`src/dro_pkg.sv`:
```
`timescale 1ns / 1ps
// ---------------------------------------------------------------------------
// dro_pkg
// Types and constants of the display reorder buffer.
// ---------------------------------------------------------------------------
package dro_pkg;

   // Default configuration
   localparam int DRO_SLOTS    = 4;
   localparam int DRO_TAG_BITS = 16;

   // Fixed field widths of the request and result
   localparam int ORDER_W = 32;
   localparam int TAG_W   = 16;

   // Request codes
   typedef enum logic {
      REQ_INSERT = 1'b0,
      REQ_FLUSH  = 1'b1
   } dro_op_type;

   // Request as held in the input register
   typedef struct packed {
      logic               req_type;
      logic [ORDER_W-1:0] pic_order;
      logic [TAG_W-1:0]   frame_tag;
   } dro_req_type;

   // Result as produced by the slot store
   typedef struct packed {
      logic               emitted;
      logic [TAG_W-1:0]   out_tag;
      logic [ORDER_W-1:0] out_order;
      logic               error;
   } dro_rsp_type;

endpackage

```
`src/dro_req_if.sv`:
```
`timescale 1ns / 1ps
// ---------------------------------------------------------------------------
// dro_req_if
// Request channel: valid/ready handshake carrying insert and flush requests.
// ---------------------------------------------------------------------------
interface dro_req_if import dro_pkg::*; ();
   logic               valid;
   logic               ready;
   logic               req_type;
   logic [ORDER_W-1:0] pic_order;
   logic [TAG_W-1:0]   frame_tag;

   modport source (output valid, req_type, pic_order, frame_tag, input ready);
   modport sink   (input valid, req_type, pic_order, frame_tag, output ready);
   modport monitor (input valid, ready, req_type, pic_order, frame_tag);
endinterface

```
`src/dro_rsp_if.sv`:
```
`timescale 1ns / 1ps
// ---------------------------------------------------------------------------
// dro_rsp_if
// Result channel: valid/ready handshake carrying one result per request.
// ---------------------------------------------------------------------------
interface dro_rsp_if import dro_pkg::*; ();
   logic               valid;
   logic               ready;
   logic               emitted;
   logic [TAG_W-1:0]   out_tag;
   logic [ORDER_W-1:0] out_order;
   logic               error;

   modport source (output valid, emitted, out_tag, out_order, error, input ready);
   modport sink   (input valid, emitted, out_tag, out_order, error, output ready);
   modport monitor (input valid, ready, emitted, out_tag, out_order, error);
endinterface

```
`src/dro_slots.sv`:
```
`timescale 1ns / 1ps
// ---------------------------------------------------------------------------
// dro_slots
// Slot store with combinational free-slot search and match; insert and release are registered on each fired request.
// ---------------------------------------------------------------------------
module dro_slots import dro_pkg::*; #(
   parameter int SLOTS    = DRO_SLOTS,
   parameter int TAG_BITS = DRO_TAG_BITS
) (
   input  logic        clock,
   input  logic        reset,
   input  logic        fire,
   input  dro_req_type req,
   output dro_rsp_type rsp
);

   localparam int IDX_W = $clog2(SLOTS);
   localparam logic [TAG_W-1:0] TAG_MASK =
      (TAG_BITS >= TAG_W) ? {TAG_W{1'b1}} : TAG_W'((64'd1 << TAG_BITS) - 64'd1);

   logic [SLOTS-1:0]   valid_ff, valid_in;
   logic [ORDER_W-1:0] order_ff [SLOTS];
   logic [TAG_W-1:0]   tag_ff   [SLOTS];
   logic [ORDER_W-1:0] expected_ff, expected_in;

   logic               full;
   logic               refuse;
   logic               do_ins;
   logic [IDX_W-1:0]   free_idx;
   logic [SLOTS-1:0]   ins_sel;
   logic [SLOTS-1:0]   hit;
   logic               hit_any;
   logic [IDX_W-1:0]   hit_idx;
   logic               emit;
   logic [SLOTS-1:0]   release_vec;
   logic [TAG_W-1:0]   tag_masked;
   logic [TAG_W-1:0]   hit_tag;

   // Pick the lowest-indexed free slot.
   always_comb begin
      free_idx = '0;
      for (int s = SLOTS - 1; s >= 0; s--) begin
         if (!valid_ff[s]) begin
            free_idx = IDX_W'(s);
         end
      end
   end

   assign full       = &valid_ff;
   assign refuse     = (req.req_type == REQ_INSERT) && full;
   assign do_ins     = (req.req_type == REQ_INSERT) && !full;
   assign tag_masked = req.frame_tag & TAG_MASK;

   // Match against stored slots, bypassing the slot being written now
   always_comb begin
      for (int s = 0; s < SLOTS; s++) begin
         ins_sel[s] = do_ins && (free_idx == IDX_W'(s));
         hit[s] = ins_sel[s] ? (req.pic_order == expected_ff)
                             : (valid_ff[s] && (order_ff[s] == expected_ff));
      end
   end

   // Pick the lowest-indexed match
   always_comb begin
      hit_idx = '0;
      for (int s = SLOTS - 1; s >= 0; s--) begin
         if (hit[s]) begin
            hit_idx = IDX_W'(s);
         end
      end
   end

   assign hit_any = |hit;
   assign emit    = hit_any && !refuse;
   assign hit_tag = ins_sel[hit_idx] ? tag_masked : tag_ff[hit_idx];

   always_comb begin
      release_vec = '0;
      if (emit) begin
         release_vec[hit_idx] = 1'b1;
      end
   end

   // Result of the current request
   always_comb begin
      rsp.emitted   = emit;
      rsp.out_tag   = emit ? hit_tag : '0;
      rsp.out_order = emit ? expected_ff : '0;
      rsp.error     = refuse;
   end

   // Next state
   always_comb begin
      valid_in    = (valid_ff | ins_sel) & ~release_vec;
      expected_in = emit ? expected_ff + ORDER_W'(1) : expected_ff;
   end

   // Hold control state, advance on each request
   always_ff @(posedge clock) begin
      if (reset) begin
         valid_ff    <= '0;
         expected_ff <= '0;
      end else if (fire) begin
         valid_ff    <= valid_in;
         expected_ff <= expected_in;
      end
   end

   // Write the inserted frame into its slot
   always_ff @(posedge clock) begin
      for (int s = 0; s < SLOTS; s++) begin
         if (fire && ins_sel[s]) begin
            order_ff[s] <= req.pic_order;
            tag_ff[s]   <= tag_masked;
         end
      end
   end

endmodule

```
`src/display_reorder_buffer.sv`:
```
`timescale 1ns / 1ps
// ---------------------------------------------------------------------------
// display_reorder_buffer
// Reorders decoded frame handles from decode order into display order.
// ---------------------------------------------------------------------------
// One request is taken every clock cycle while the result register is not
// stalled; its result passes through the input register, then the result
// register, before it is presented on the result port. The free-slot
// search, the order match over all SLOTS slots and the slot update are all
// done between those two registers. An insert goes into the lowest free
// slot; if every slot is full the result flags error and nothing changes.
// After an insert, or on a flush, the lowest-indexed slot holding the
// expected display order, if any, is released and the expected order
// advances (wrapping at 32 bits). A stalled result register holds the
// request behind it. Reset empties the buffer at once.
// ---------------------------------------------------------------------------
module display_reorder_buffer import dro_pkg::*; #(
   parameter int SLOTS    = DRO_SLOTS,
   parameter int TAG_BITS = DRO_TAG_BITS
) (
   input logic      clock,
   input logic      reset,
   dro_req_if.sink  req_port,
   dro_rsp_if.source rsp_port
);

   logic        in_valid_ff, in_valid_in;
   dro_req_type in_req_ff;
   logic        rsp_valid_ff, rsp_valid_in;
   dro_rsp_type rsp_ff;
   dro_rsp_type slot_rsp;
   logic        advance;
   logic        fire;

   // Move the held request on when the result register is free or drains
   assign advance        = !rsp_valid_ff || rsp_port.ready;
   assign fire           = in_valid_ff && advance;
   assign req_port.ready = !in_valid_ff || advance;

   always_comb begin
      in_valid_in  = req_port.ready ? req_port.valid : in_valid_ff;
      rsp_valid_in = advance ? in_valid_ff : rsp_valid_ff;
   end

   // Input register
   always_ff @(posedge clock) begin
      if (reset) begin
         in_valid_ff <= 1'b0;
      end else begin
         in_valid_ff <= in_valid_in;
      end
   end

   always_ff @(posedge clock) begin
      if (req_port.ready && req_port.valid) begin
         in_req_ff.req_type  <= req_port.req_type;
         in_req_ff.pic_order <= req_port.pic_order;
         in_req_ff.frame_tag <= req_port.frame_tag;
      end
   end

   dro_slots #(
      .SLOTS   (SLOTS),
      .TAG_BITS(TAG_BITS)
   ) u_slots (
      .clock(clock),
      .reset(reset),
      .fire (fire),
      .req  (in_req_ff),
      .rsp  (slot_rsp)
   );

   // Result register
   always_ff @(posedge clock) begin
      if (reset) begin
         rsp_valid_ff <= 1'b0;
      end else begin
         rsp_valid_ff <= rsp_valid_in;
      end
   end

   always_ff @(posedge clock) begin
      if (fire) begin
         rsp_ff <= slot_rsp;
      end
   end

   assign rsp_port.valid     = rsp_valid_ff;
   assign rsp_port.emitted   = rsp_ff.emitted;
   assign rsp_port.out_tag   = rsp_ff.out_tag;
   assign rsp_port.out_order = rsp_ff.out_order;
   assign rsp_port.error     = rsp_ff.error;

endmodule

```
`src/flat_wrapper.sv`:
```
// flat-port wrapper written by rule: the top's interface ports become plain ports
module display_reorder_buffer_flat import dro_pkg::*;
#(
   parameter int SLOTS    = DRO_SLOTS,
   parameter int TAG_BITS = DRO_TAG_BITS
)
  (clock, reset, req_port_valid, req_port_req_type, req_port_pic_order, req_port_frame_tag, req_port_ready, rsp_port_valid, rsp_port_emitted, rsp_port_out_tag, rsp_port_out_order, rsp_port_error, rsp_port_ready);
  dro_req_if req_port_i ();
  dro_rsp_if rsp_port_i ();
  input logic clock;
  input logic reset;
  input wire logic [$bits(req_port_i.valid)-1:0] req_port_valid;
  input wire logic [$bits(req_port_i.req_type)-1:0] req_port_req_type;
  input wire logic [$bits(req_port_i.pic_order)-1:0] req_port_pic_order;
  input wire logic [$bits(req_port_i.frame_tag)-1:0] req_port_frame_tag;
  output wire logic [$bits(req_port_i.ready)-1:0] req_port_ready;
  output wire logic [$bits(rsp_port_i.valid)-1:0] rsp_port_valid;
  output wire logic [$bits(rsp_port_i.emitted)-1:0] rsp_port_emitted;
  output wire logic [$bits(rsp_port_i.out_tag)-1:0] rsp_port_out_tag;
  output wire logic [$bits(rsp_port_i.out_order)-1:0] rsp_port_out_order;
  output wire logic [$bits(rsp_port_i.error)-1:0] rsp_port_error;
  input wire logic [$bits(rsp_port_i.ready)-1:0] rsp_port_ready;
  assign req_port_i.valid = req_port_valid;
  assign req_port_i.req_type = req_port_req_type;
  assign req_port_i.pic_order = req_port_pic_order;
  assign req_port_i.frame_tag = req_port_frame_tag;
  assign req_port_ready = req_port_i.ready;
  assign rsp_port_valid = rsp_port_i.valid;
  assign rsp_port_emitted = rsp_port_i.emitted;
  assign rsp_port_out_tag = rsp_port_i.out_tag;
  assign rsp_port_out_order = rsp_port_i.out_order;
  assign rsp_port_error = rsp_port_i.error;
  assign rsp_port_i.ready = rsp_port_ready;
  display_reorder_buffer #(.SLOTS(SLOTS), .TAG_BITS(TAG_BITS)) u_core (.clock(clock), .reset(reset), .req_port(req_port_i), .rsp_port(rsp_port_i));
endmodule
```
`config.mk`:
```
export PLATFORM = sky130hd
export DESIGN_NAME = display_reorder_buffer_flat
export DESIGN_NICKNAME = d
export VERILOG_FILES = /design/src/dro_pkg.sv /design/src/dro_req_if.sv /design/src/dro_rsp_if.sv /design/src/dro_slots.sv /design/src/display_reorder_buffer.sv /design/src/flat_wrapper.sv
export SDC_FILE = /design/constraint.sdc
export NUM_CORES = 1
export LEC_CHECK = 0
export ABC_AREA = 0
export BUFFER_PORTS_ARGS = -buffer_cell sky130_fd_sc_hd__buf_2
export CORE_MARGIN = 10
export CORE_UTILIZATION = 37
export CTS_BUF_LIST = sky130_fd_sc_hd__clkbuf_8 sky130_fd_sc_hd__clkbuf_16
export CTS_CLUSTER_DIAMETER = 80
export DETAILED_ROUTE_END_ITERATION = 7
export PLACE_DENSITY = 0.57
export SYNTH_ARGS = -nofsm -noshare
export SYNTH_HDL_FRONTEND = slang
export SYNTH_SLANG_ARGS = --single-unit
```
`constraint.sdc`:
```
create_clock -name clock -period 14.55 [get_ports clock]
set_clock_uncertainty 0.2 [all_clocks]
set_input_delay 2.1825 -clock clock [delete_from_list [all_inputs] [get_ports clock]]
set_output_delay 2.1825 -clock clock [all_outputs]
set_load 0.01 [all_outputs]
```
==> flow_metrics.py <==
metrics = {
    "logic_synthesis": {
        "synthArstFlopShare_pct": 0,
        "yosysSeqAreaShare_pct": 69.4,
        "ys_top_cells_by_count": "edfxtp_1, xor2_1, nor4_1",
        "synthTopCellsByArea": "edfxtp_1, xor2_1, dfxtp_1",
        "synth.distinct_cells": 52,
        "synthCells": 946,
        "synth_area_um2": 13700,
        "yosys_warnings": 0,
        "ys.flop_type": "edfxtp_1",
        "synth_edf_count": 291,
        "ys_ff_latch": 329,
        "synth.top_cell.area_share_pct": 63.8,
        "synth.most_common_cell": "edfxtp_1",
        "synth_top_cell_by_area": "edfxtp_1",
        "syn_avg_cell_area_um2": 14.5,
        "synth_fp_nets": 1000,
    },
    "routing": {
        "drtPass1Iterations": 5,
        "routed_wl_um": 35800,
        "via_count": 8119,
        "ant_nets": 0,
        "drc": 0,
        "first_iter_violations": 657,
        "viasPerCell": 5.30,
        "routedWlPerCell_um": 23.4,
    },
    "place": {
        "place.gp.congestion": 0.929,
        "place_area_um2": 14600,
        "dp.cells": 1469,
        "portBuffers": 104,
        "place_hpwl_um": 24900,
    },
    "cells_and_area": {
        "area_growth_pct": 15.0,
        "fillers": 3290,
        "multi_input_area_um2": 3880,
        "fin_nets": 1093,
        "drive_gt1_share_pct": 17.9,
        "finalInstanceArea_um2": 15800,
        "diodes": 0,
        "final_cells": 1531,
        "seqCellArea_um2": 9500,
    },
    "global_route": {
        "antenna_found_initial": 0,
        "grt_overflow_total": 0,
        "grt_pass1_wl_um": 53900,
        "grt_usage_pct": 15.9,
        "grt_pass1_vias": 8138,
        "grt_max_degree": 53,
    },
    "sta": {
        "finalSetupTns_ns": 0,
        "max_slew_margin_pct": 31.9,
        "tightest_slew_ns": 1.00,
        "fmax_mhz": 196,
        "layout_min_cycle_time_ns": 5.11,
        "rsz0062_at_grt": "false",
        "hold_slack_ns": 0.322,
        "min_period_over_period_pct": 35.1,
        "finalSetupViolations": 0,
        "finalMaxSlewViolations": 0,
        "hold_violations": 0,
    },
    "setup_path": {
        "crit_start": "rsp_port_ready",
        "cp_num_cells": 4,
        "worstReg2RegStart": "u_core.u_slots.expected_ff[13]",
        "r2r_cells": 9,
        "critPathTopFamily": "simple AND/OR/NAND/NOR gates",
        "ff2ff_setup_slack_ns": 9.70,
        "worst-path-max-fanout": 4,
        "crit_type": "in2out",
        "crit_top_cell": "buf_2",
        "crit_slowest_cell": "nor2b_1",
        "cp.arrival_ns": 2.73,
        "cp-end-kind": "output port",
        "critPathMaxStageDelay_ns": 0.20,
        "crit_path_start_kind": "primary input",
        "crit_chain": "buf_2 -> nor2b_1 -> nand2_1 -> buf_2",
        "worstPathBufferInverterCount": 2,
        "cp.required_ns": 12.17,
    },
    "clock_tree": {
        "clock_path_buffers": 3,
        "clock_tree.root_cell": "clkbuf_16",
        "cts_buffers": 36,
        "worstSkewPairLatency_ns": 0.51,
        "htreeDepth": 2,
        "clock_sinks": 329,
        "cts.clk_slew.worst_paths_ns": 0.06,
        "cts_setup_buffers": 0,
        "cts_tree": "built",
        "cts-resized-gates": 0,
        "cts_hold_buf": 0,
    },
    "hold_path": {
        "min_path_cells": 2,
        "hold_class": "reg2reg",
        "min_from": "u_core.in_valid_ff",
    },
    "die": {
        "ioPinCount": 105,
        "start_util_pct": 37.5,
        "dieArea_um2": 45100,
        "die_x_um": 212,
        "fp.dieH_um": 212,
        "coreArea_um2": 36500,
        "rows": 70,
    },
    "power_and_ir_drop": {
        "ir_drop_v": 0.0000664,
        "leakage_nw": 5.51,
        "p_per_area_nw_per_um2": 128,
        "p_total_w": 0.00201,
    },
    "status": {
        "status": "completed",
    },
    "run": {
        "max_cap_viol_count": 0,
    },
}
tightest hold or removal path, cell delays in order (launching register included):
cell and delay (ns):
dfxtp_1 0.33, nor2_1 0.11, nor2_1 0.04
state kept, by name (all words and copies together), names as in the netlist:
signal and cells:
u_core.u_slots.tag_ff 64, u_core.in_valid_ff 1, u_core.u_slots.valid_ff 4, u_core.rsp_port.error 1, u_core.rsp_port.out_order 32, u_core.u_slots.expected_ff 32
u_core.in_req_ff 49, u_core.rsp_port.out_tag 16, u_core.u_slots.order_ff 128, u_core.rsp_port.valid 1, u_core.rsp_port.emitted 1
metrics by stage:
step	utilization (%)	setup WS, ns
3_3_place_gp	40.0	9.46
4_1_cts	43.1	9.44
2_1_floorplan	-	7.97
3_5_place_dp	40.0	9.45
5_1_grt	43.1	9.39
6_report	43.1	9.44
routing by layer:
metal	wire length (um)	GRT usage [%]
met1	15900	21.8
met2	16700	25.1
met3	2240	2.61
met4	957	5.15
met5	0	0
worst paths after layout:
kind	end
setup / recovery	req_port_ready
hold / removal	u_core.rsp_port.valid
setup reg to reg	u_core.rsp_port.out_tag[4]
hold reg to reg	u_core.rsp_port.valid
power breakdown:
part | switching (W) | total [W] | internal [W] | leakage (nW)
Combinational | 0.0000302 | 0.0000458 | 0.0000155 | 1.98
Clock | 0.000356 | 0.000896 | 0.000540 | 0.574
Sequential | 0.0000181 | 0.00107 | 0.00105 | 2.96
Total | 0.000404 | 0.00201 | 0.00161 | 5.51
layout by cell type (no fill, tap or decap), drive strengths merged, types with 3 or more instances in the layout:
master and n:
o21ai 14, a222oi 16, a211oi 5, nand2 37, nor4 59, a211o 3
bufinv 4, or4 3, nand3 22, buf 112, or3 15, a311oi 16
clkbuf 39, inv 17, a21oi 31, nor2 48, xnor2 29, dfxtp 38
nor2b 3, nor4b 3, xor2 149, and2 29, nand4 20, clkinv 10
clkinvlp 4, edfxtp 291, nor3 18, and3 4
logic make-up (layout without fill, tap and decap cells):
kind of cell | after synthesis | count (layout) | synth area share (%)
AO/OA/AOI/OAI | 97 | 97 | 5.61
multiplexers | 2 | 2 | 0.183
adder cells (fa/ha/maj) | 1 | 1 | 0.0913
AND/OR/NAND/NOR | 270 | 270 | 10.7
XOR/XNOR | 178 | 178 | 11.5
flip-flops | 329 | 329 | 69.4
buffers and inverters | 69 | 186 | 2.53
final cells by class:
cell class,count,area share [%]
clock buffers,39,6.05
clock inverters,23,1.33
inverters,12,0.286
multi-input cells,548,24.6
flip-flops and latches,329,60.3
well taps,468,3.72
repair buffers,112,3.69
(Power assumes the default switching activity.)
